File: src/v3au_pkg.sv
package v3au_pkg;

  localparam int FRAC_BITS = 16;
  localparam int DW        = 32;               // component width
  localparam int PROD_W    = 2 * DW;           // full product
  localparam int WIDE_W    = PROD_W + 4;       // headroom for sums before saturation
  localparam int NUM_W     = DW + FRAC_BITS;   // scaled dividend / quotient width
  localparam int SQ_STEPS  = DW;               // one root bit per sqrt cell
  localparam int SQ_REM_W  = DW + 4;           // partial remainder of the root
  localparam int DIV_STEPS = NUM_W;            // one quotient bit per divide cell

  localparam logic [2:0] OP_ADD   = 3'd0;
  localparam logic [2:0] OP_SUB   = 3'd1;
  localparam logic [2:0] OP_SCALE = 3'd2;
  localparam logic [2:0] OP_DIV   = 3'd3;
  localparam logic [2:0] OP_LEN   = 3'd4;
  localparam logic [2:0] OP_NORM  = 3'd5;
  localparam logic [2:0] OP_CROSS = 3'd6;
  localparam logic [2:0] OP_DOT   = 3'd7;

  localparam logic [1:0] ST_OK   = 2'd0;
  localparam logic [1:0] ST_NULL = 2'd1;
  localparam logic [1:0] ST_DIV0 = 2'd2;
  localparam logic [1:0] ST_SAT  = 2'd3;

  localparam logic signed [WIDE_W-1:0] RND_HALF = WIDE_W'(1) << (FRAC_BITS - 1);
  localparam logic signed [WIDE_W-1:0] WMAX = {{(WIDE_W-DW+1){1'b0}}, {(DW-1){1'b1}}};
  localparam logic signed [WIDE_W-1:0] WMIN = {{(WIDE_W-DW+1){1'b1}}, {(DW-1){1'b0}}};
  localparam logic [DW-1:0] CMAX = {1'b0, {(DW-1){1'b1}}};
  localparam logic [DW-1:0] CMIN = {1'b1, {(DW-1){1'b0}}};

  typedef struct packed {
    logic          ov;
    logic [DW-1:0] val;
  } sat_t;

  // per-item data that rides alongside the sqrt and divide chains
  typedef struct packed {
    logic [2:0]         op;
    logic [2:0]         a_neg;
    logic [2:0]         a_zero;
    logic [2:0][DW-1:0] a_mag;
    logic               s_neg;
    logic               s_zero;
    logic [DW-1:0]      s_mag;
    logic [2:0][DW-1:0] r;
    logic [DW-1:0]      sc;
    logic               ov;
  } side_t;

  typedef struct packed {
    side_t             side;
    logic [PROD_W-1:0] val;
    logic [SQ_REM_W-1:0] rem;
    logic [DW-1:0]     root;
  } sq_t;

  typedef struct packed {
    logic [DW-1:0]    rem;
    logic [NUM_W-1:0] nq;   // dividend shifts out on top, quotient in below
  } lane_t;

  typedef struct packed {
    side_t          side;
    logic [DW-1:0]  len;
    logic [DW-1:0]  d;
    lane_t [2:0]    lane;
  } dv_t;

  function automatic sat_t sat32(input logic signed [WIDE_W-1:0] v);
    sat_t res;
    res.ov  = 1'b0;
    res.val = v[DW-1:0];
    if (v > WMAX) begin
      res.ov  = 1'b1;
      res.val = CMAX;
    end else if (v < WMIN) begin
      res.ov  = 1'b1;
      res.val = CMIN;
    end
    return res;
  endfunction

  // round to nearest, ties toward plus infinity
  function automatic logic signed [WIDE_W-1:0] round_q(input logic signed [WIDE_W-1:0] v);
    return (v + RND_HALF) >>> FRAC_BITS;
  endfunction

endpackage

File: src/v3au_back.sv
module v3au_back
  import v3au_pkg::*;
(
  input  logic               clk,
  input  logic               rst_n,
  input  logic               in_valid,
  output logic               in_ready,
  input  dv_t                in_data,
  output logic               out_valid,
  input  logic               out_ready,
  output logic [2:0][DW-1:0] r,
  output logic [DW-1:0]      sc,
  output logic [1:0]         status
);

  logic               v_r;
  logic [2:0][DW-1:0] r_r, r_nxt;
  logic [DW-1:0]      sc_r, sc_nxt;
  logic [1:0]         st_r, st_nxt;

  assign in_ready = !v_r || out_ready;

  always_comb begin
    logic                     ov;
    logic                     neg;
    logic signed [WIDE_W-1:0] q;
    sat_t                     sr;
    r_nxt  = in_data.side.r;
    sc_nxt = in_data.side.sc;
    ov     = in_data.side.ov;
    neg    = 1'b0;
    q      = '0;
    sr     = '0;
    st_nxt = ST_OK;
    case (in_data.side.op)
      OP_DIV: begin
        if (in_data.side.s_zero) begin
          st_nxt = ST_DIV0;
          for (int i = 0; i < 3; i++)
            r_nxt[i] = in_data.side.a_neg[i] ? CMIN :
                       (in_data.side.a_zero[i] ? '0 : CMAX);
        end else begin
          for (int i = 0; i < 3; i++) begin
            neg = in_data.side.a_neg[i] ^ in_data.side.s_neg;
            q   = WIDE_W'(in_data.lane[i].nq);
            sr  = sat32(neg ? -q : q);
            r_nxt[i] = sr.val;
            ov = ov | sr.ov;
          end
        end
      end
      OP_NORM: begin
        if (in_data.len == '0) begin
          st_nxt = ST_NULL;
          r_nxt  = '0;
        end else begin
          for (int i = 0; i < 3; i++) begin
            q  = WIDE_W'(in_data.lane[i].nq);
            sr = sat32(in_data.side.a_neg[i] ? -q : q);
            r_nxt[i] = sr.val;
            ov = ov | sr.ov;
          end
        end
      end
      OP_LEN: begin
        sr     = sat32(WIDE_W'(in_data.len));
        sc_nxt = sr.val;
        ov     = ov | sr.ov;
      end
      default: begin
      end
    endcase
    if (st_nxt == ST_OK && ov) st_nxt = ST_SAT;
  end

  always_ff @(posedge clk) begin
    if (!rst_n) begin
      v_r <= 1'b0;
    end else if (in_ready) begin
      v_r <= in_valid;
    end
    if (in_ready) begin
      r_r  <= r_nxt;
      sc_r <= sc_nxt;
      st_r <= st_nxt;
    end
  end

  assign out_valid = v_r;
  assign r         = r_r;
  assign sc        = sc_r;
  assign status    = st_r;

endmodule

File: config.mk
export PLATFORM = sky130hd
export DESIGN_NAME = v3au_back
export DESIGN_NICKNAME = d
export VERILOG_FILES = /design/src/v3au_pkg.sv /design/src/v3au_back.sv
export SDC_FILE = /design/constraint.sdc
export NUM_CORES = 1
export LEC_CHECK = 0
export BUFFER_PORTS_ARGS = -buffer_cell sky130_fd_sc_hd__buf_2
export CAP_MARGIN = 5
export CORE_AREA = 2 2 276 278
export CTS_CLUSTER_SIZE = 12
export DETAILED_ROUTE_END_ITERATION = 16
export DIE_AREA = 0 0 278 280
export PLACE_DENSITY = 0.45
export SLEW_MARGIN = 40
export SYNTH_ARGS = -nofsm -noshare
export SYNTH_HDL_FRONTEND = slang
export SYNTH_SLANG_ARGS = --single-unit
File: constraint.sdc
create_clock -name clk -period 6.6 [get_ports clk]
set_input_delay 0.66 -clock clk [delete_from_list [all_inputs] [get_ports clk]]
set_output_delay 0.66 -clock clk [all_outputs]
set_load 0.05 [all_outputs]
==> summary.md <==
| Metric | Value |
|---|---|
| PD cells | `183 mW/mm²` |
| Post-DP HPWL | `around 60,000 µm` |
| Final GP Congestion | `around 0.93` |
| GR peak layer | `met2` |
| FILL cells | `8,358` |
| Gates resized, CTS repair | `0` |
| CP Max Fanout | `30` |
| CP peak stage delay | `0.78 ns` |
| Mapped Cells | `2,010` |
| Worst Path Required | `6.78 ns` |
| Initial core utilization | `19.9%` |
| Ys async rst share | `0%` |
| Endpoints failing hold | `0` |
| Maximum VDD drop | `0.112 mV` |
| Final worst-path cycle share | `72.2%` |
| Core Area | `0.0752 mm²` |
| Sw frac | `41.8%` |
| Worst skew pair latency | `0.47 ns` |
| Met1 Resource Use GR | `~25%` |
| Global Route met2 Usage | `a little under a third` |
| ANT nets after route | `0` |
| P_sw | `1.45 mW` |
| PortBufs | `451` |
| Critical path cell sequence | `buf_2 > nor4_1 > nand4_1 > nor3_1 > xnor2_1 > o32ai_1 > nand4_1 > nor4_1 > buf_4 > nor2_1 > buf_4 > o21ai_0 > o211ai_1` |
| Crit path buf inv count | `3` |
| CTS tree | `built` |
| Die Ht | `roughly 280 µm` |
| Post-route cell area | `0.0189 mm²` |
| CP Class | `primary input to flop` |
| Pre-CTS setup slack | `1.39 ns` |
| CP endpoint kind | `flop` |
| Number of global-route vias before repair | `16,500` |
| Worst hold slack | `~0.44 ns` |
| Starting DRC count in detailed routing | `1,648` |
| Register bit total from synthesis | `131` |
| Vias | `17,500` |
| Nets | `2,905` |
| Root buf cell | `clkbuf_16` |
| Worst slew pin tran | `between 0.8 and 0.9 ns` |
| Sequential fraction of design power | `30.5%` |
| Netlist cell types | `94` |
| Max Clock Skew | `0.0154 ns` |
| CTS H-tree depth | `4` |
| M3 GR Usage | `5.49%` |
| Number of setup buffers added after CTS | `0` |
| Status | `finished, final reports clean` |
| Syn avg cell area | `about 7.5 µm²` |
| Synthesized Nets | `roughly 2,600` |
| Post-route DRC | `0` |
| R2R Setup Slk | `roughly 5.0 ns` |
| Sink Count | `131` |
| Synth Flop Type | `edfxtp_1` |
| Grt total ovfl | `0` |
| Boundary Pins | `708` |
| Number of flops mapped to enable cells by yosys | `130` |
| Cts hold-fix bufs | `0` |
| Setup ws final | `1.84 ns` |
| First-pass GRT wire length | `approximately 110,000 µm` |
| Drt first pass iters | `7` |
| Final min period | `4.76 ns` |
| Max Cap Viol | `0` |
| Row cnt | `between 100 and 150` |
| Post-DP Area | `0.0183 mm²` |
| Die X | `between 200 and 300 µm` |
| Gate power share | `39.2%` |
| Max Root-Sink Buffers | `2` |
| Tot GR Track Use | `19.2%` |
| CP arrival | `4.94 ns` |
| Fmax | `210 MHz` |
| Seq. cell area | `0.00392 mm²` |
| Yosys warns | `0` |
| Pins Over Slew Limit | `0` |
| Area grow syn2layout | `26.2%` |
| Synth Cell Area | `0.0150 mm²` |
| Crit start category | `primary input` |
| Final wirelength | `just under 80,000 µm` |
| RSZ-0062 raised after global routing | `false` |
| Sequential fraction of the synthesis area | `26.2%` |
| Leakage power | `7.11 nW` |
| Hold WC Path Type | `primary input to flop` |
| Power consumption | `3.46 mW` |
| Worst-path clk slew | `about 0.07 ns` |
| Fraction of layout cells with a size suffix above 1 | `25.5%` |
| Fraction of power consumed by the clock network | `30.3%` |
| Full die area | `approximately 0.08 mm²` |
| Via/cell ratio | `~5.3` |
| Pint | `2.02 mW` |
| TNS Setup | `0 ns` |
| Most frequent cells in the layout | `buf_2, nor2_1, nand2_1` |
| CP max-delay cell | `nor3_1` |
| Commonest non-fill, non-tap cell in the layout | `buf_2` |
| Pin count of the biggest net entering global routing | `97` |
| Average wire per standard cell | `23.3 µm` |
| Multi-input gate area | `0.0104 mm²` |
| CTS buffer count | `17` |
| Slew Limit Headroom | `44.4%` |
| Critical path's top delay family | `simple AND/OR/NAND/NOR gates` |
| Initial antenna violation count | `19` |
| Setup-failing EPs final | `0` |
==> power by group through the flow <==
stage	registers (mW)	clock network (mW)	logic, mW
2_1_floorplan	1.39	0	0.568
4_1_cts	1.06	1.10	1.35
6_report	1.06	1.05	1.36
3_3_place_gp	1.08	0	1.34
3_5_place_dp	1.08	0	1.35
5_1_grt	1.07	1.12	1.45
==> worst min-delay path: cells and delay by family <==
kind | cells | cell delay [ns]
buf+inv | 2 | 0.14
compound gates | 1 | 0.08
==> cells by family (layout without fill, tap and decap cells) <==
group                    Yosys count  in the layout  synth area share [%]
AO/OA/AOI/OAI                    603            603                  26.3
other                              0              5                     0
adder cells (fa/ha/maj)            3              3                 0.250
flip-flops                       131            131                  26.2
XOR/XNOR                         215            215                  12.6
AND/OR/NAND/NOR                  831            831                  28.4
multiplexers                      10             10                 0.684
buffers and inverters            217            546                  5.67
==> cell usage after synthesis (13+ instances only) <==
cell type  count  area share (%)
o21ai_0      164             5.5
nand2b_1      15            0.63
buf_2         15            0.50
nand2_1      203             5.1
a21oi_1      115             3.8
or3_1         41             1.7
nand4_1       47             2.0
inv_1         20            0.50
nor3_1        58             1.9
edfxtp_1     130              26
xor2_1       118             6.9
or4_1         30             1.5
a221o_1       13            0.87
o31ai_1       50             2.5
o21a_1        15            0.75
nor2_1       252             6.3
o211ai_1      57             2.9
a22oi_1       35             1.8
nor4_1        57             2.4
o21ai_1       26            0.87
nand3_1       33             1.1
xnor2_1       97             5.7
a31oi_1       19            0.79
clkbuf_1     167             4.2
==> final timing paths <==
kind / startpoint / endpoint / cells after the start
max reg2reg: out_valid / r[83] / 2
min: in_valid / out_valid / 3
min reg2reg: out_valid / r[23] / 1
max: in_data[89] / r[58] / 13
==> per-stage QoR <==
stage,instances,utilization [%]
floorplan,2010,-
global placement,3279,24.1
detailed placement,3284,24.3
CTS,3316,25.1
global route,3318,25.1
finish,3322,25.2
==> sequential cells by signal, indices dropped and copies added, names as in the netlist <==
| register | count |
|---|---|
| out_valid | 1 |
| r | 96 |
| sc | 32 |
| status | 2 |
==> cell type report <==
type                            instances  share of cell area (%)
Timing Repair Buffer                  494                    14.0
Multi-Input combinational cell       1662                    55.1
Sequential cell                       131                    20.7
Tap cell                              978                    6.47
Clock buffer                           18                    2.27
Antenna cell                            5                  0.0662
Clock inverter                         14                   0.940
Inverter                               20                   0.397
==> metal layers <==
layer,share of wire (%),wire [µm]
met5,0.21,161
met4,2.7,2090
met3,8.5,6630
met2,46,35300
met1,43,33300
Power figures use the tool's default switching activity.
