File: src/v3au_pkg.sv
package v3au_pkg;

  localparam int FRAC_BITS = 16;
  localparam int DW        = 32;               // component width
  localparam int PROD_W    = 2 * DW;           // full product
  localparam int WIDE_W    = PROD_W + 4;       // headroom for sums before saturation
  localparam int NUM_W     = DW + FRAC_BITS;   // scaled dividend / quotient width
  localparam int SQ_STEPS  = DW;               // one root bit per sqrt cell
  localparam int SQ_REM_W  = DW + 4;           // partial remainder of the root
  localparam int DIV_STEPS = NUM_W;            // one quotient bit per divide cell

  localparam logic [2:0] OP_ADD   = 3'd0;
  localparam logic [2:0] OP_SUB   = 3'd1;
  localparam logic [2:0] OP_SCALE = 3'd2;
  localparam logic [2:0] OP_DIV   = 3'd3;
  localparam logic [2:0] OP_LEN   = 3'd4;
  localparam logic [2:0] OP_NORM  = 3'd5;
  localparam logic [2:0] OP_CROSS = 3'd6;
  localparam logic [2:0] OP_DOT   = 3'd7;

  localparam logic [1:0] ST_OK   = 2'd0;
  localparam logic [1:0] ST_NULL = 2'd1;
  localparam logic [1:0] ST_DIV0 = 2'd2;
  localparam logic [1:0] ST_SAT  = 2'd3;

  localparam logic signed [WIDE_W-1:0] RND_HALF = WIDE_W'(1) << (FRAC_BITS - 1);
  localparam logic signed [WIDE_W-1:0] WMAX = {{(WIDE_W-DW+1){1'b0}}, {(DW-1){1'b1}}};
  localparam logic signed [WIDE_W-1:0] WMIN = {{(WIDE_W-DW+1){1'b1}}, {(DW-1){1'b0}}};
  localparam logic [DW-1:0] CMAX = {1'b0, {(DW-1){1'b1}}};
  localparam logic [DW-1:0] CMIN = {1'b1, {(DW-1){1'b0}}};

  typedef struct packed {
    logic          ov;
    logic [DW-1:0] val;
  } sat_t;

  // per-item data that rides alongside the sqrt and divide chains
  typedef struct packed {
    logic [2:0]         op;
    logic [2:0]         a_neg;
    logic [2:0]         a_zero;
    logic [2:0][DW-1:0] a_mag;
    logic               s_neg;
    logic               s_zero;
    logic [DW-1:0]      s_mag;
    logic [2:0][DW-1:0] r;
    logic [DW-1:0]      sc;
    logic               ov;
  } side_t;

  typedef struct packed {
    side_t             side;
    logic [PROD_W-1:0] val;
    logic [SQ_REM_W-1:0] rem;
    logic [DW-1:0]     root;
  } sq_t;

  typedef struct packed {
    logic [DW-1:0]    rem;
    logic [NUM_W-1:0] nq;   // dividend shifts out on top, quotient in below
  } lane_t;

  typedef struct packed {
    side_t          side;
    logic [DW-1:0]  len;
    logic [DW-1:0]  d;
    lane_t [2:0]    lane;
  } dv_t;

  function automatic sat_t sat32(input logic signed [WIDE_W-1:0] v);
    sat_t res;
    res.ov  = 1'b0;
    res.val = v[DW-1:0];
    if (v > WMAX) begin
      res.ov  = 1'b1;
      res.val = CMAX;
    end else if (v < WMIN) begin
      res.ov  = 1'b1;
      res.val = CMIN;
    end
    return res;
  endfunction

  // round to nearest, ties toward plus infinity
  function automatic logic signed [WIDE_W-1:0] round_q(input logic signed [WIDE_W-1:0] v);
    return (v + RND_HALF) >>> FRAC_BITS;
  endfunction

endpackage

File: src/v3au_sqrt_cell.sv
module v3au_sqrt_cell
  import v3au_pkg::*;
(
  input  logic clk,
  input  logic rst_n,
  input  logic in_valid,
  output logic in_ready,
  input  sq_t  in_data,
  output logic out_valid,
  input  logic out_ready,
  output sq_t  out_data
);

  logic v_r;
  sq_t  d_r, d_nxt;

  assign in_ready = !v_r || out_ready;

  // one root bit: bring down two radicand bits, try (root << 2) | 1
  always_comb begin
    logic [SQ_REM_W-1:0] rem2;
    logic [SQ_REM_W-1:0] trial;
    rem2  = {in_data.rem[SQ_REM_W-3:0], in_data.val[PROD_W-1 -: 2]};
    trial = SQ_REM_W'({in_data.root, 2'b01});
    d_nxt      = in_data;
    d_nxt.val  = in_data.val << 2;
    if (rem2 >= trial) begin
      d_nxt.rem  = rem2 - trial;
      d_nxt.root = {in_data.root[DW-2:0], 1'b1};
    end else begin
      d_nxt.rem  = rem2;
      d_nxt.root = {in_data.root[DW-2:0], 1'b0};
    end
  end

  always_ff @(posedge clk) begin
    if (!rst_n) begin
      v_r <= 1'b0;
    end else if (in_ready) begin
      v_r <= in_valid;
    end
    if (in_ready) begin
      d_r <= d_nxt;
    end
  end

  assign out_valid = v_r;
  assign out_data  = d_r;

endmodule

File: config.mk
export PLATFORM = sky130hd
export DESIGN_NAME = v3au_sqrt_cell
export DESIGN_NICKNAME = d
export VERILOG_FILES = /design/src/v3au_pkg.sv /design/src/v3au_sqrt_cell.sv
export SDC_FILE = /design/constraint.sdc
export NUM_CORES = 1
export LEC_CHECK = 0
export BUFFER_PORTS_ARGS = -buffer_cell sky130_fd_sc_hd__buf_2
export CORE_AREA = 5 5 314 316
export CTS_BUF_LIST = sky130_fd_sc_hd__clkbuf_4 sky130_fd_sc_hd__clkbuf_8 sky130_fd_sc_hd__clkbuf_16
export CTS_CLUSTER_SIZE = 14
export DETAILED_ROUTE_END_ITERATION = 8
export DIE_AREA = 0 0 319 321
export GPL_TIMING_DRIVEN = 0
export PLACE_DENSITY = 0.37
export SYNTH_ARGS = -nofsm -noshare
export SYNTH_HDL_FRONTEND = slang
export SYNTH_SLANG_ARGS = --single-unit
File: constraint.sdc
create_clock -name clk -period 13.5 [get_ports clk]
set_clock_uncertainty 0.05 [all_clocks]
set_input_delay 2.025 -clock clk [delete_from_list [all_inputs] [get_ports clk]]
set_output_delay 2.025 -clock clk [all_outputs]
set_load 0.1 [all_outputs]
==> out/results.tsv, run 1 <==
stage	metric	value	unit
sta	pins over their slew limit	0	
logic_synthesis	leading area contributor after synthesis	edfxtp_1	
floorplanning	Die H	321	um
floorplanning	io pins	806	
sta	Max-slew headroom	0.503	
placement	DP HPWL	54200	um
sta	Tmin final	5970	ps
drt	DR pass1 iterations	4	
logic_synthesis	synthesis warning total	0	
drt	via count	10700	
critical_path	CP Class	primary input to output pin	
floorplanning	Initial Utilization	0.151	
floorplanning	Die Wd	319	um
global_routing	vias in the first global route	11300	
placement	Placed Cells	2883	
logic_synthesis	Synth Instances	798	
logic_synthesis	register area share after synthesis	0.827	
drt	Avg Vias per Cell	3.58	
logic_synthesis	Netlist cell types	53	
clock_network	Clock Latency Late Sink	600	ps
logic_synthesis	top post-synthesis cells by area	edfxtp_1 83%, ha_1 2.9%, a21oi_1 2.3%	
outcome	run status	finished, final reports clean	
floorplanning	row cnt	114	
clock_network	Clock transition at path regs	60	ps
critical_path	cells along the critical path	buf_2, nand2b_4, buf_16, buf_16, buf_2	
clock_network	TritonCTS clock tree	yes	
critical_path	slowest CP cell	nand2b_4	
drt	WL final	65900	um
clock_network	Max Root-Sink Buffers	3	
logic_synthesis	most frequent cell after synthesis	edfxtp_1	
layout	Final nets	2097	
logic_synthesis	synth cell count leaders	398 x edfxtp_1, 66 x a21oi_1, 44 x inv_1	
sta	FMAX	0.167	GHz
worst_hold_path	Hold Crit Class	flip-flop to flip-flop	
clock_network	CTS Hold Bufs	0	
sta	Fin. Hold Viols	0	
layout	fin cells	2993	
logic_synthesis	Synth Flop Type	edfxtp_1	
sta	Setup TNS Final	0	ps
placement	port buffer count	801	
clock_network	Post-CTS Setup Bufs	0	
drt	ANT nets after route	0	
layout	register area	0.0120	mm^2
pwr	largest vdd supply drop	0.0832	mV
sta	final setup vio count	0	
clock_network	cts repair resizes	0	
logic_synthesis	Mapped Area	0.0145	mm^2
layout	area grow syn2layout	52.1	%
global_routing	largest net degree at the start of global routing	72	
global_routing	total grt overflow	0	
pwr	power per cell area	181	mW/mm^2
logic_synthesis	flops & latches, synth	399	
floorplanning	Die Area	0.102	mm^2
critical_path	CP endpoint kind	output pin	
logic_synthesis	post-synthesis average cell area	18.1	um^2
critical_path	CP max FO	71	
sta	Final Cycle Share	0.442	
job	maximum capacitance violations	0	
pwr	Power, Total	3.98	mW
critical_path	Worst Path Required	11430	ps
clock_network	H-Tree Level Count	2	
layout	area of the multi-input gates	0.00223	mm^2
critical_path	Arrival @ worst endpoint	3900	ps
logic_synthesis	Post-synth EDFFs	398	
drt	DRC viols	0	
layout	FILL cells	10300	
sta	RSZ-0062 raised after global routing	no	
sta	Slew @ Worst Pin	740	ps
global_routing	first-pass GRT wire length	88400	um
critical_path	Crit path largest cell delay	530	ps
clock_network	CTS buffer count	50	
layout	share of layout cells above drive strength 1	0.536	
drt	Iter 0 DRT Violations	610	
logic_synthesis	ys async rst share	0	
placement	routability cong.	0.790	
pwr	Lkg Pwr	9.45	nW
global_routing	global-route usage over all layers	0.120	
clock_network	Root Buffer	clkbuf_16	
global_routing	initial antenna violation count	44	
floorplanning	core footprint	0.0957	mm^2
logic_synthesis	Yosys top cell area share	0.826	
drt	wire length per cell	22.0	um
clock_network	TritonCTS Sinks	399	
critical_path	Worst Setup Start Kind	primary input	
-- layer usage --
metal / track usage / wire length (um) / vias up
met5: 0 / 210 / -
met4: 0.0390 / 2180 / 32
met3: 0.0669 / 8140 / 121
met2: 0.206 / 32200 / 542
met1: 0.126 / 23100 / 5198
li1: - / - / 4823
-- sequential cells by signal, indices dropped and copies added (netlist names) --
signal and flops:
out_data 398, out_valid 1
-- where the power goes --
| group | total [mW] | leakage, nW | internal (mW) | switching, mW |
|---|---|---|---|---|
| Sequential | 1.51 | 4.13 | 1.48 | 0.0261 |
| Combinational | 1.08 | 4.49 | 0.162 | 0.919 |
| Clock | 1.39 | 0.830 | 0.825 | 0.568 |
-- worst paths after layout --
path / start / endpoint / depth (start not counted) / slack, ps
min: out_valid / out_data[230] / 1 / 1030
max reg2reg: out_valid / out_data[99] / 5 / 10940
max: out_ready / in_ready / 5 / 7530
min reg2reg: out_valid / out_data[230] / 1 / 1030
-- critical path, delay by kind of cell --
kind	cells	cell delay (ps)
buffers and inverters	4	1230
AND/OR/NAND/NOR	1	530
-- logic make-up after synthesis --
| logic type | after synthesis | synth area share |
|---|---|---|
| adders and majority gates | 34 | 0.0294 |
| and+or+nand+nor | 122 | 0.0389 |
| muxes | 3 | 0.00251 |
| xor gates and xnor gates | 31 | 0.0188 |
| other | 1 | 0.000259 |
| buffers and inverters | 63 | 0.0195 |
| DFF | 399 | 0.827 |
| AOI/OAI and AO/OA | 145 | 0.0633 |
-- placed cells by master, fill, tap and decap left out, drive strengths merged, types with 2 or more instances in the layout --
| cell | count |
|---|---|
| a2111oi | 2 |
| a211oi | 3 |
| a21boi | 2 |
| a21o | 16 |
| a21oi | 66 |
| a31oi | 3 |
| and3 | 5 |
| buf | 818 |
| bufinv | 7 |
| clkbuf | 62 |
| clkinv | 22 |
| clkinvlp | 4 |
| conb | 2 |
| diode | 18 |
| edfxtp | 398 |
| ha | 34 |
| inv | 50 |
| mux2 | 2 |
| nand2 | 32 |
| nand2b | 6 |
| nand3 | 9 |
| nand4 | 9 |
| nor2 | 43 |
| nor2b | 2 |
| nor3 | 11 |
| nor4 | 2 |
| o211ai | 7 |
| o21a | 8 |
| o21ai | 17 |
| o21bai | 6 |
| o31ai | 4 |
| xnor2 | 18 |
| xor2 | 13 |
-- metrics by stage --
step           utilization  hold WS [ps]  cell area [um^2]  setup WS, ps
6_report             0.230          1030             22000          7530
4_1_cts              0.229          1060             22000          7500
5_1_grt              0.229          1080             22000          7430
2_1_floorplan            -          2070             14500          4070
3_5_place_dp         0.212          1060             20300          7490
3_3_place_gp         0.210          2150             20100           503
-- cell type report --
type | count | share of cell area
diodes | 18 | 0.00205
inverters | 45 | 0.00779
flip-flops and latches | 399 | 0.544
repair buffers | 808 | 0.191
well taps | 1276 | 0.0726
multi-input cells | 337 | 0.101
clock buffers | 54 | 0.0582
clock inverters | 38 | 0.0184
plain buffers | 18 | 0.00500
Note: power is estimated with default switching activity, not from simulation.
==> inputs of run 2 (changes only) <==
- PLACE_DENSITY: 0.37 -> 0.36
- clock period: 13.5 -> 5.55 ns (I/O delays scaled with it)
==> out/results.tsv, run 2 (same netlist as run 1, synthesis figures left out) <==
stage	metric	value	unit
outcome	run status	finished, final reports clean	
job	maximum capacitance violations	0	
placement	Placed Cells	2882	
worst_hold_path	Cells on Worst Hold Path	1	
drt	top sig layer	met5	
pwr	Clock Power Share	0.351	
layout	FILL cells	10300	
clock_network	H-Tree Level Count	2	
clock_network	Clock Latency Late Sink	600	ps
floorplanning	Die Wd	319	um
floorplanning	row cnt	114	
critical_path	cells along the critical path	buf_2, nand2b_4, buf_16, buf_16, buf_2	
drt	ANT nets after route	0	
critical_path	Worst Setup Start Kind	primary input	
critical_path	CP endpoint kind	output pin	
sta	final setup vio count	0	
floorplanning	Die Area	0.102	mm^2
clock_network	Clock transition at path regs	60	ps
sta	final hold slack	356	ps
worst_hold_path	Hold EP	out_data[397]	
clock_network	Post-CTS Setup Bufs	0	
global_routing	total grt overflow	0	
clock_network	CTS buffer count	49	
critical_path	Crit path largest cell delay	660	ps
drt	WL final	64500	um
layout	register area	0.0120	mm^2
critical_path	r2r endpoint	out_data[149]	
drt	DR pass1 iterations	6	
global_routing	global-route usage over all layers	0.118	
drt	M1 WL	23100	um
layout	fin cells	2979	
critical_path	CP max FO	58	
sta	Max-slew headroom	0.420	
global_routing	initial antenna violation count	31	
sta	pins over their slew limit	0	
critical_path	slowest CP cell	nand2b_4	
clock_network	cts repair resizes	0	
placement	routability cong.	0.823	
layout	share of layout cells above drive strength 1	0.535	
critical_path	R2R depth	4	
drt	Iter 0 DRT Violations	528	
floorplanning	Initial Utilization	0.151	
drt	DRC viols	0	
clock_network	CTS Hold Bufs	0	
critical_path	Arrival @ worst endpoint	2810	ps
floorplanning	Die H	321	um
pwr	largest vdd supply drop	0.179	mV
global_routing	largest net degree at the start of global routing	69	
pwr	Logic pwr share	0.271	
clock_network	Root Buffer	clkbuf_16	
pwr	Lkg Pwr	9.45	nW
critical_path	reg-to-reg critical path startpoint	out_valid	
pwr	sequential power share	0.378	
sta	FMAX	0.271	GHz
drt	met3 routed WL	6080	um
sta	RSZ-0062 raised after global routing	no	
layout	area grow syn2layout	51.9	%
sta	Final Cycle Share	0.665	
clock_network	TritonCTS clock tree	yes	
sta	Fin. Hold Viols	0	
layout	most frequent cells in the layout	805 x buf_2, 398 x edfxtp_1, 66 x a21oi_1	
drt	Avg Vias per Cell	3.56	
critical_path	CP Class	primary input to output pin	
sta	Tmin final	3690	ps
clock_network	Max Root-Sink Buffers	3	
floorplanning	io pins	806	
worst_hold_path	Hold Crit Start	in_data[397]	
critical_path	Worst Path Required	4670	ps
global_routing	vias in the first global route	11200	
layout	commonest non-fill, non-tap cell in the layout	buf_2	
pwr	sw power	3.61	mW
pwr	power per cell area	440	mW/mm^2
pwr	Power Internal	6.07	mW
layout	area of the multi-input gates	0.00223	mm^2
critical_path	R2R Setup Slk	2970	ps
worst_hold_path	Hold Crit Class	primary input to flip-flop	
layout	Final nets	2095	
layout	max FFs per register	398	
global_routing	first-pass GRT wire length	86800	um
pwr	Switching Fraction	0.373	
floorplanning	core footprint	0.0957	mm^2
drt	met2 WL post-DR	32900	um
drt	wire length per cell	21.6	um
clock_network	TritonCTS Sinks	399	
placement	port buffer count	801	
placement	DP HPWL	53200	um
drt	via count	10600	
sta	Slew @ Worst Pin	870	ps
pwr	Power, Total	9.68	mW
==> run 2: stage by stage <==
step / setup WS [ps] / utilization / setup TNS, ps / instance area, um^2
2_1_floorplan: 894 / - / 0 / 14500
3_3_place_gp: -1180 / 0.210 / -8130 / 20100
3_5_place_dp: 1290 / 0.212 / 0 / 20300
4_1_cts: 1770 / 0.229 / 0 / 22000
5_1_grt: 1690 / 0.230 / 0 / 22000
6_report: 1860 / 0.230 / 0 / 22000
==> run 2: critical path, delay by kind of cell <==
kind / cells / cell delay [ps]
buffers and inverters: 4 / 1240
and+or+nand+nor: 1 / 660
==> run 2: worst max path at each step <==
stage / to / depth (start not counted) / start / slack (ps)
floorplan: in_ready / 1 / out_ready / 890
global placement: in_ready / 3 / out_ready / -1180
detailed placement: out_data[35] / 13 / in_data[8] / 1290
CTS: in_ready / 4 / out_valid / 1770
global route: in_ready / 4 / out_valid / 1690
finish: in_ready / 5 / out_ready / 1860
==> run 2: cell type report <==
cell class,instances,area share
tap,1276,0.0726
sequential,399,0.545
buffer,18,0.00501
antenna,7,0.000797
inverter,45,0.00780
timing repair buffer,807,0.190
clock inverter,30,0.0175
multi-input combinational,337,0.101
clock buffer,60,0.0603
==> run 2: routing by layer <==
metal,track usage,vias up
met1,0.125,5199
met5,0,-
met2,0.212,495
li1,-,4800
met3,0.0490,103
met4,0.0413,18
==> run 2: power groups by stage <==
stage          registers, mW  clock network (mW)  logic [mW]
5_1_grt                 3.68                3.68        2.71
4_1_cts                 3.67                3.55        2.66
3_5_place_dp            3.72                   0        2.65
2_1_floorplan           5.50                   0       0.292
6_report                3.66                3.40        2.62
3_3_place_gp            3.75                   0        2.64
