`src/v3au_pkg.sv`:
```
package v3au_pkg;

  localparam int FRAC_BITS = 16;
  localparam int DW        = 32;               // component width
  localparam int PROD_W    = 2 * DW;           // full product
  localparam int WIDE_W    = PROD_W + 4;       // headroom for sums before saturation
  localparam int NUM_W     = DW + FRAC_BITS;   // scaled dividend / quotient width
  localparam int SQ_STEPS  = DW;               // one root bit per sqrt cell
  localparam int SQ_REM_W  = DW + 4;           // partial remainder of the root
  localparam int DIV_STEPS = NUM_W;            // one quotient bit per divide cell

  localparam logic [2:0] OP_ADD   = 3'd0;
  localparam logic [2:0] OP_SUB   = 3'd1;
  localparam logic [2:0] OP_SCALE = 3'd2;
  localparam logic [2:0] OP_DIV   = 3'd3;
  localparam logic [2:0] OP_LEN   = 3'd4;
  localparam logic [2:0] OP_NORM  = 3'd5;
  localparam logic [2:0] OP_CROSS = 3'd6;
  localparam logic [2:0] OP_DOT   = 3'd7;

  localparam logic [1:0] ST_OK   = 2'd0;
  localparam logic [1:0] ST_NULL = 2'd1;
  localparam logic [1:0] ST_DIV0 = 2'd2;
  localparam logic [1:0] ST_SAT  = 2'd3;

  localparam logic signed [WIDE_W-1:0] RND_HALF = WIDE_W'(1) << (FRAC_BITS - 1);
  localparam logic signed [WIDE_W-1:0] WMAX = {{(WIDE_W-DW+1){1'b0}}, {(DW-1){1'b1}}};
  localparam logic signed [WIDE_W-1:0] WMIN = {{(WIDE_W-DW+1){1'b1}}, {(DW-1){1'b0}}};
  localparam logic [DW-1:0] CMAX = {1'b0, {(DW-1){1'b1}}};
  localparam logic [DW-1:0] CMIN = {1'b1, {(DW-1){1'b0}}};

  typedef struct packed {
    logic          ov;
    logic [DW-1:0] val;
  } sat_t;

  // per-item data that rides alongside the sqrt and divide chains
  typedef struct packed {
    logic [2:0]         op;
    logic [2:0]         a_neg;
    logic [2:0]         a_zero;
    logic [2:0][DW-1:0] a_mag;
    logic               s_neg;
    logic               s_zero;
    logic [DW-1:0]      s_mag;
    logic [2:0][DW-1:0] r;
    logic [DW-1:0]      sc;
    logic               ov;
  } side_t;

  typedef struct packed {
    side_t             side;
    logic [PROD_W-1:0] val;
    logic [SQ_REM_W-1:0] rem;
    logic [DW-1:0]     root;
  } sq_t;

  typedef struct packed {
    logic [DW-1:0]    rem;
    logic [NUM_W-1:0] nq;   // dividend shifts out on top, quotient in below
  } lane_t;

  typedef struct packed {
    side_t          side;
    logic [DW-1:0]  len;
    logic [DW-1:0]  d;
    lane_t [2:0]    lane;
  } dv_t;

  function automatic sat_t sat32(input logic signed [WIDE_W-1:0] v);
    sat_t res;
    res.ov  = 1'b0;
    res.val = v[DW-1:0];
    if (v > WMAX) begin
      res.ov  = 1'b1;
      res.val = CMAX;
    end else if (v < WMIN) begin
      res.ov  = 1'b1;
      res.val = CMIN;
    end
    return res;
  endfunction

  // round to nearest, ties toward plus infinity
  function automatic logic signed [WIDE_W-1:0] round_q(input logic signed [WIDE_W-1:0] v);
    return (v + RND_HALF) >>> FRAC_BITS;
  endfunction

endpackage

```
`src/v3au_div_cell.sv`:
```
module v3au_div_cell
  import v3au_pkg::*;
(
  input  logic clk,
  input  logic rst_n,
  input  logic in_valid,
  output logic in_ready,
  input  dv_t  in_data,
  output logic out_valid,
  input  logic out_ready,
  output dv_t  out_data
);

  logic v_r;
  dv_t  d_r, d_nxt;

  assign in_ready = !v_r || out_ready;

  // restoring step, one quotient bit per lane
  always_comb begin
    logic [DW:0] t;
    d_nxt = in_data;
    for (int i = 0; i < 3; i++) begin
      t = {in_data.lane[i].rem, in_data.lane[i].nq[NUM_W-1]};
      if (t >= {1'b0, in_data.d}) begin
        d_nxt.lane[i].rem = DW'(t - {1'b0, in_data.d});
        d_nxt.lane[i].nq  = {in_data.lane[i].nq[NUM_W-2:0], 1'b1};
      end else begin
        d_nxt.lane[i].rem = t[DW-1:0];
        d_nxt.lane[i].nq  = {in_data.lane[i].nq[NUM_W-2:0], 1'b0};
      end
    end
  end

  always_ff @(posedge clk) begin
    if (!rst_n) begin
      v_r <= 1'b0;
    end else if (in_ready) begin
      v_r <= in_valid;
    end
    if (in_ready) begin
      d_r <= d_nxt;
    end
  end

  assign out_valid = v_r;
  assign out_data  = d_r;

endmodule

```
`config.mk`:
```
export PLATFORM = sky130hd
export DESIGN_NAME = v3au_div_cell
export DESIGN_NICKNAME = d
export VERILOG_FILES = /design/src/v3au_pkg.sv /design/src/v3au_div_cell.sv
export SDC_FILE = /design/constraint.sdc
export NUM_CORES = 1
export LEC_CHECK = 0
export ABC_AREA = 0
export BUFFER_PORTS_ARGS = -buffer_cell sky130_fd_sc_hd__buf_2
export CORE_AREA = 2 2 449 451
export CTS_CLUSTER_DIAMETER = 80
export DETAILED_ROUTE_END_ITERATION = 16
export DIE_AREA = 0 0 451 453
export GPL_ROUTABILITY_DRIVEN = 0
export SLEW_MARGIN = 20
export SYNTH_ARGS = -nofsm -noshare
export SYNTH_HDL_FRONTEND = slang
export SYNTH_SLANG_ARGS = --single-unit
```
`constraint.sdc`:
```
create_clock -name clk -period 22.1 [get_ports clk]
set_input_delay 0 -clock clk [delete_from_list [all_inputs] [get_ports clk]]
set_output_delay 0 -clock clk [all_outputs]
set_load 0.005 [all_outputs]
```
==> results of run 1 <==
-- sequential cells by signal, summed over array words and instances, names as in the netlist --
signal	cells
out_data	572
out_valid	1
-- final cells by class --
cell class                      count  area, um2
Timing Repair Buffer             2066      14900
Sequential cell                   573      17200
Clock buffer                       91       2000
Multi-Input combinational cell    779       5960
Fill cell                       21000     155000
Clock inverter                     48        561
Inverter                           59        221
Antenna cell                       26       65.1
Tap cell                         2656       3320
-- repair_timing --
action | 4_1_cts | 5_1_grt
hold buffers | 904 | 0
endpoints found under the hold margin | 592 | 0
setup endpoints to repair | 0 | 0
-- path summary, 6_finish.rpt --
kind	startpoint	end	slack (ps)	cells after the start
min	in_data[331]	out_data[331]	60	2
min reg2reg	out_valid	out_data[499]	870	1
max reg2reg	out_valid	out_data[275]	17610	5
max	out_valid	in_ready	17050	6
-- per-stage QoR --
stage | cells | instance area, um2
after detailed placement | 5229 | 32600
after global routing | 6289 | 44200
after global placement | 5227 | 32500
final | 6298 | 44200
after floorplan | 1432 | 23500
after CTS | 6272 | 44200
-- cell families (layout without fill, tap and decap cells) --
logic type / Yosys count / count (layout) / share of synthesized area (%)
AOI/OAI and AO/OA: 303 / 303 / 8.77
xor gates and xnor gates: 83 / 83 / 3.10
adders and majority gates: 99 / 99 / 5.37
buffers and inverters: 80 / 2264 / 1.48
DFF: 573 / 573 / 73.3
muxes: 75 / 75 / 3.58
other: 0 / 26 / 0
and+or+nand+nor: 219 / 219 / 4.43
-- cell usage in the layout (no fill, tap or decap), drive strengths merged, types with 12 or more instances in the layout --
cell / synthesis / layout
edfxtp: 572 / 572
nand2: 59 / 59
o21ai: 49 / 49
clkinv: 0 / 26
inv: 59 / 69
mux2: 71 / 71
nand3: 18 / 18
xnor2: 56 / 56
nor2: 68 / 68
clkbuf: 7 / 91
ha: 96 / 96
buf: 14 / 1162
and3: 14 / 14
xor2: 27 / 27
a21oi: 113 / 113
dlygate4sd3: 0 / 904
a21o: 53 / 53
o21bai: 12 / 12
nor2b: 13 / 13
diode: 0 / 26
-- power groups by stage --
stage	registers (W)	logic (W)	clock network (W)
global placement	0.00138	0.000514	0
CTS	0.00136	0.000666	0.00133
global route	0.00137	0.000705	0.00137
finish	0.00136	0.000658	0.00129
detailed placement	0.00138	0.000518	0
floorplan	0.00141	0.000184	0
-- metal layers --
| metal | GRT usage, % | up-vias |
|---|---|---|
| met2 | 30.1 | 1189 |
| li1 | - | 9827 |
| met1 | 13.3 | 10900 |
| met4 | 10.5 | 48 |
| met5 | 0 | - |
| met3 | 5.66 | 456 |
-- worst reg2reg max path: stages, from the launching register on --
cell and delay (ps):
dfxtp_1 330, nand2b_4 330, buf_4 680, buf_4 750
buf_4 1000, buf_4 940
==> metrics, run 1 <==
Finished Core Util=22.2%; P_leak=18.5 nW; CTS max path bufs=3; #FFs+latches synth=573; Post-Syn Nets=2107; Crit path max-delay family=buffers and inverters; fmax=198 MHz; Post-DRT Antenna Nets=0; Avg Cell Area, Syn=16.4 um2; Root Driver=clkbuf_16; final worst-path cycle share=22.9%; postcts setup bufs=0; DRC viols=0; vias in the first global route=23.4k; Core Footprint=199000 um2; IO Pins=1150; Avg WL per Cell=26.5 um; Pwr Total=0.00331 W; PD cells=74.8 nW/um2; htree depth=3; top layer in use=met5; Clock Skew=31.3 ps; Worst-path clk slew=60 ps; Net Sw Frac=28.4%; crit-path cells=nand2b_4 > buf_4 > buf_4 > buf_4 > buf_4 > buf_2; Iter 0 DRT Violations=1667; global-route wire length before repair=212000 um; Die W=451 um; PostCTS Resize Cnt=0; die area=204000 um2; met1 WL=48500 um; drt total wl=167000 um; endpoints failing setup=0; CP Capture Type=output port; Die Y=453 um; kind of critical path=flop to output port; PortBufs=1149; ys async rst share=0%; max-slew violations=0; Hold Path Class=primary input to flop; Max stage delay cell, worst path=buf_4; Tightest Pin Transition=1090 ps; sequential share of power=41.1%; main flop type after synthesis=edfxtp_1; Post-Syn Area=23500 um2; Place WS=17490 ps; row cnt=164; startpoint class of the critical path=flop; Buffers & Inverters on Critical Path=5; gr usage total=15.6%; CP required=22100 ps; biggest cell delay along the critical path=930 ps; Synth Warn #=0; setup TNS=0 ps; most frequent cells after synthesis=edfxtp_1 (572), a21oi_1 (97), ha_1 (96), nor2_1 (67), mux2_1 (60); DRT Pass-1 Iters=5; wire length on met3=14500 um; GRT overflow=0; number of synthesized flops with an enable pin=572; max-capacitance violation count=0; DR vias/cell=3.56; later-pin clock latency in the skew report=680 ps; combinational power share=19.9%; Max FO, Critical Path=85; clock sink total=573; largest net degree at the start of global routing=86; Seq/Total Area, Yosys=73.3%; cts bufs inserted=76; RSZ-0062 raised after global routing=false; share of layout cells above drive strength 1=36.7%; met2 routed WL=89900 um; Synth top area share=73.2%; final number of hold-violating endpoints=0; Cell variety after synth=70; power share of the clock group=39.0%; HPWL after detailed placement=135000 um; synth-to-layout area growth=88.4%; Vias=22.4k; Pint=0.00237 W; worst IR drop on VDD=0.0515 mV; Yosys top cell by area=edfxtp_1; Final min period=5050 ps; PnR worst setup slack=17050 ps; Initial Util=11.8%; Nets=4230; status=completed; Slew HR=27.4%; switching power=0.000941 W; CP most frequent cell=buf_4; crit path DAT=5050 ps; initial antenna violation count=108; top-count cell post-synth=edfxtp_1; main area contributors after synthesis=edfxtp_1 (73%), ha_1 (5.1%), mux2_1 (2.9%), xnor2_1 (2.1%), a21oi_1 (2.1%); worst hold slack=58.8 ps; CTS tree=done; Mapped Cells=1432
Note: power is estimated with default switching activity, not from simulation.
==> run 2: changes to the inputs <==
==> constraint.sdc (replaced) <==
create_clock -name clk -period 5 [get_ports clk]
set_input_delay 0 -clock clk [delete_from_list [all_inputs] [get_ports clk]]
set_output_delay 0 -clock clk [all_outputs]
set_load 0.005 [all_outputs]
==> metrics, run 2 (synthesized netlist as in run 1, its figures left out) <==
status=completed; Max FO, Critical Path=28; Clock Skew=37.7 ps; Final min period=4300 ps; CTS max path bufs=3; crit path DAT=4720 ps; DRT Pass-1 Iters=5; P_leak=18.7 nW; IO Pins=1150; Reg2Reg Capture Point=out_data[457]; Worst-path clk slew=60 ps; cts bufs inserted=79; Worst R2R Start=out_valid; CP required=5420 ps; die area=204000 um2; largest net degree at the start of global routing=119; final worst-path cycle share=85.9%; Vias=22.4k; commonest non-fill, non-tap cell in the layout=buf_2; max-capacitance violation count=0; most frequent cells in the layout=buf_2 (1149), dlygate4sd3_1 (912), edfxtp_1 (572); DR vias/cell=3.54; Slew HR=45.5%; Reg2Reg Depth=3; Crit path max-delay family=buffers and inverters; worst IR drop on VDD=0.235 mV; initial antenna violation count=100; row cnt=164; PortBufs=1149; end of the critical path=out_data[55]; gr usage total=15.3%; clock sink total=573; htree depth=3; Avg WL per Cell=26.0 um; startpoint class of the critical path=primary input; max reg flops=572; Iter 0 DRT Violations=1518; Post-DRT Antenna Nets=0; synth-to-layout area growth=89.8%; Tightest Pin Transition=818 ps; Buffers & Inverters on Critical Path=6; PD cells=331 nW/um2; HPWL after detailed placement=133000 um; Nets=4251; Worst path depth=14; Die W=451 um; fmax=233 MHz; Die Y=453 um; share of layout cells above drive strength 1=37.0%; Initial Util=11.8%; biggest cell delay along the critical path=590 ps; DRC viols=0; final number of hold-violating endpoints=0; r2r setup slk=2940 ps; crit-path cells=dlygate4sd3_1 > buf_2 > inv_1 > ha_1 > nand2_1 > nor3_2 > buf_4 > nand4_1 > o41ai_1 > o21ai_1 > nand2_1 > buf_12 > mux2_1 > dlygate4sd3_1; Finished Core Util=22.4%; RSZ-0062 raised after global routing=false; Hold Path Class=primary input to flop; max-slew violations=0; CP Capture Type=flop; Max stage delay cell, worst path=dlygate4sd3_1; kind of critical path=primary input to flop; vias in the first global route=23.1k; CTS tree=done; drt total wl=164000 um; fillers=21.0k; endpoints failing setup=0; PostCTS Resize Cnt=0; GRT overflow=0; setup TNS=0 ps; Core Footprint=199000 um2; global-route wire length before repair=207000 um; later-pin clock latency in the skew report=690 ps; Root Driver=clkbuf_16; crit path from=in_data[263]
==> run 2: cell types whose count changed in the layout (fill, tap and decap cells not counted), moves of 3 or more <==
cell,previous run,this run
buf_4,13,16
clkbuf_1,13,7
buf_12,0,7
inv_8,2,8
dlygate4sd3_1,904,912
clkinvlp_4,4,8
==> run 2: power by group <==
part           leakage, nW  internal, W  switching (W)  total [W]
clock network         1.27      0.00330        0.00250    0.00580
registers             5.93      0.00582       0.000174    0.00599
logic                 11.5      0.00135        0.00161    0.00297
==> run 2: layer usage <==
metal / share of wire (%) / track usage (%) / up-vias
li1: - / - / 9886
met1: 28 / 12.5 / 10900
met2: 53 / 29.2 / 1149
met3: 8.7 / 5.89 / 441
met4: 9.6 / 11.8 / 32
met5: 0.12 / 0 / -
==> run 2: cell type report <==
class | count | area, um2 | area share, %
Antenna cell | 24 | 60.1 | 0.135
Clock buffer | 86 | 2000 | 4.50
Clock inverter | 59 | 638 | 1.43
Inverter | 59 | 221 | 0.497
Multi-Input combinational cell | 779 | 5960 | 13.4
Sequential cell | 573 | 17200 | 38.6
Tap cell | 2656 | 3320 | 7.46
Timing Repair Buffer | 2084 | 15100 | 34.0
==> run 2: worst min path at each step <==
| stage | from | endpoint | slack (ps) | cells past startpoint |
|---|---|---|---|---|
| 5_1_grt | in_data[166] | out_data[167] | 10 | 2 |
| 4_1_cts | in_data[430] | out_data[430] | 1 | 2 |
| 3_5_place_dp | in_data[384] | out_data[384] | 180 | 1 |
| 2_1_floorplan | in_data[99] | out_data[100] | 100 | 0 |
| 6_report | in_data[430] | out_data[430] | 70 | 2 |
| 3_3_place_gp | in_data[165] | out_data[166] | 180 | 1 |
==> run 2: per-stage QoR <==
stage / hold WS [ps] / instances / worst slack (ps) / total power [W] / cell area, um2
detailed placement: 178 / 5239 / 1020 / 0.00842 / 32700
finish: 74.1 / 6320 / 704 / 0.0148 / 44500
CTS: 0.957 / 6296 / 708 / 0.0150 / 44500
global route: 10.4 / 6313 / 574 / 0.0153 / 44500
floorplan: 98.9 / 1432 / 39.8 / 0.00694 / 23500
global placement: 177 / 5238 / -89.4 / 0.00841 / 32700
==> run 2: what timing repair did <==
action / CTS / global route
buffers inserted: 0 / 0
hold buffers: 912 / 0
hold endpoints to repair: 571 / 0
endpoints found under the setup margin: 0 / 0
==> run 3: changes to the inputs <==
--- a/config.mk
+++ b/config.mk
@@ -12,6 +12,7 @@
 export DETAILED_ROUTE_END_ITERATION = 16
 export DIE_AREA = 0 0 451 453
 export GPL_ROUTABILITY_DRIVEN = 0
+export RECOVER_POWER = 25
 export SLEW_MARGIN = 20
 export SYNTH_ARGS = -nofsm -noshare
 export SYNTH_HDL_FRONTEND = slang
==> metrics, run 3 (synthesized netlist as in run 1, its figures left out) <==
commonest non-fill, non-tap cell in the layout=buf_2; Nets=4251; P_leak=18.5 nW; synth-to-layout area growth=89.5%; max-slew violations=0; postcts setup bufs=0; Clock Skew=38.2 ps; later-pin clock latency in the skew report=690 ps; startpoint class of the critical path=primary input; share of layout cells above drive strength 1=35.5%; kind of critical path=primary input to flop; row cnt=164; vias in the first global route=23.1k; global-route wire length before repair=207000 um; CTS tree=done; Final Instance Area=44500 um2; biggest cell delay along the critical path=560 ps; final number of hold-violating endpoints=0; cts bufs inserted=79; gr usage total=15.3%; Final Non-Filler Cells=6319; Initial Util=11.8%; Post-DRT Antenna Nets=0; DR vias/cell=3.54; max-capacitance violation count=0; Final min period=4350 ps; Slew HR=43.9%; largest net degree at the start of global routing=119; Worst-path clk slew=60 ps; clock sink total=573; Avg WL per Cell=26.0 um; PortBufs=1149; HPWL after detailed placement=133000 um; initial antenna violation count=100; CP required=5420 ps; final worst-path cycle share=87.1%; Top Usage Layer GRT=met2; max reg flops=572; CP Capture Type=flop; fmax=230 MHz; Core Footprint=199000 um2; CTS max path bufs=3; Root Driver=clkbuf_16; met1 usage=12.5%; htree depth=3; worst IR drop on VDD=0.235 mV; met2 Track Usage GR=29.2%; DRT Pass-1 Iters=5; drt total wl=164000 um; Die Y=453 um; Vias=22.4k; RSZ-0062 raised after global routing=false; Tightest Pin Transition=841 ps; Iter 0 DRT Violations=1458; IO Pins=1150; PD cells=332 nW/um2; Placed Cells=5239; PostCTS Resize Cnt=0; Hold Path Class=primary input to flop; status=completed; DRC viols=0; crit-path cells=dlygate4sd3_1 > clkbuf_1 > inv_1 > ha_1 > nand2_1 > nor3_2 > buf_4 > nand4_1 > o41ai_1 > o21ai_1 > nand2_1 > buf_12 > mux2_1 > dlygate4sd3_1; die area=204000 um2; post-placement cell area=32700 um2; Max FO, Critical Path=28; Pwr Total=0.0148 W; Max stage delay cell, worst path=dlygate4sd3_1; Die W=451 um; GRT met3 Usage=5.89%; crit path DAT=4770 ps; GRT overflow=0; most frequent cells in the layout=buf_2 (1094), dlygate4sd3_1 (912), edfxtp_1 (572); endpoints failing setup=0
-- run 3: layout make-up --
type	count	area, um2
multi-input combinational	779	5960
sequential	573	17200
clock buffer	86	2000
inverter	59	221
fill	21100	155000
clock inverter	59	638
antenna	23	57.6
timing repair buffer	2084	15100
tap	2656	3320
-- run 3: report_power, final --
part           leakage, nW  total [W]  switching (W)  internal, W
combinational         11.3    0.00296        0.00161      0.00135
sequential            5.93    0.00599       0.000174      0.00582
clock                 1.27    0.00581        0.00251      0.00330
-- run 3: worst paths after layout --
check / startpoint / to / slack, ps / cells past startpoint
max: in_data[261] / out_data[55] / 650 / 14
min: in_data[430] / out_data[430] / 80 / 2
max reg2reg: out_valid / out_data[363] / 2920 / 2
min reg2reg: out_valid / out_data[268] / 1120 / 1
-- run 3: repair_timing --
action	in CTS	in global routing
hold buffers	912	0
endpoints found under the hold margin	571	0
endpoints found under the setup margin	0	0
-- run 3: layer usage --
metal	up-vias	routed length (um)	share of wire [%]
met5	-	197	0.12
met4	32	15300	9.3
met3	431	14400	8.8
met2	1212	87700	53
met1	10800	46500	28
li1	9881	-	-
-- run 3: through the flow --
step	TNS (ps)	hold slack (ps)	setup WS, ps	util [%]
floorplan	0	98.9	39.8	-
global placement	-1670	177	-89.4	16.4
detailed placement	0	178	1020	16.4
CTS	0	0.957	708	22.3
global route	0	16.1	469	22.3
finish	0	75.0	646	22.3
-- run 3: critical path, delay by kind of cell --
kind / cells / cell delay (ps)
AOI/OAI and AO/OA: 2 / 710
adders and majority gates: 1 / 520
muxes: 1 / 350
and+or+nand+nor: 4 / 1060
buffers and inverters: 6 / 2060
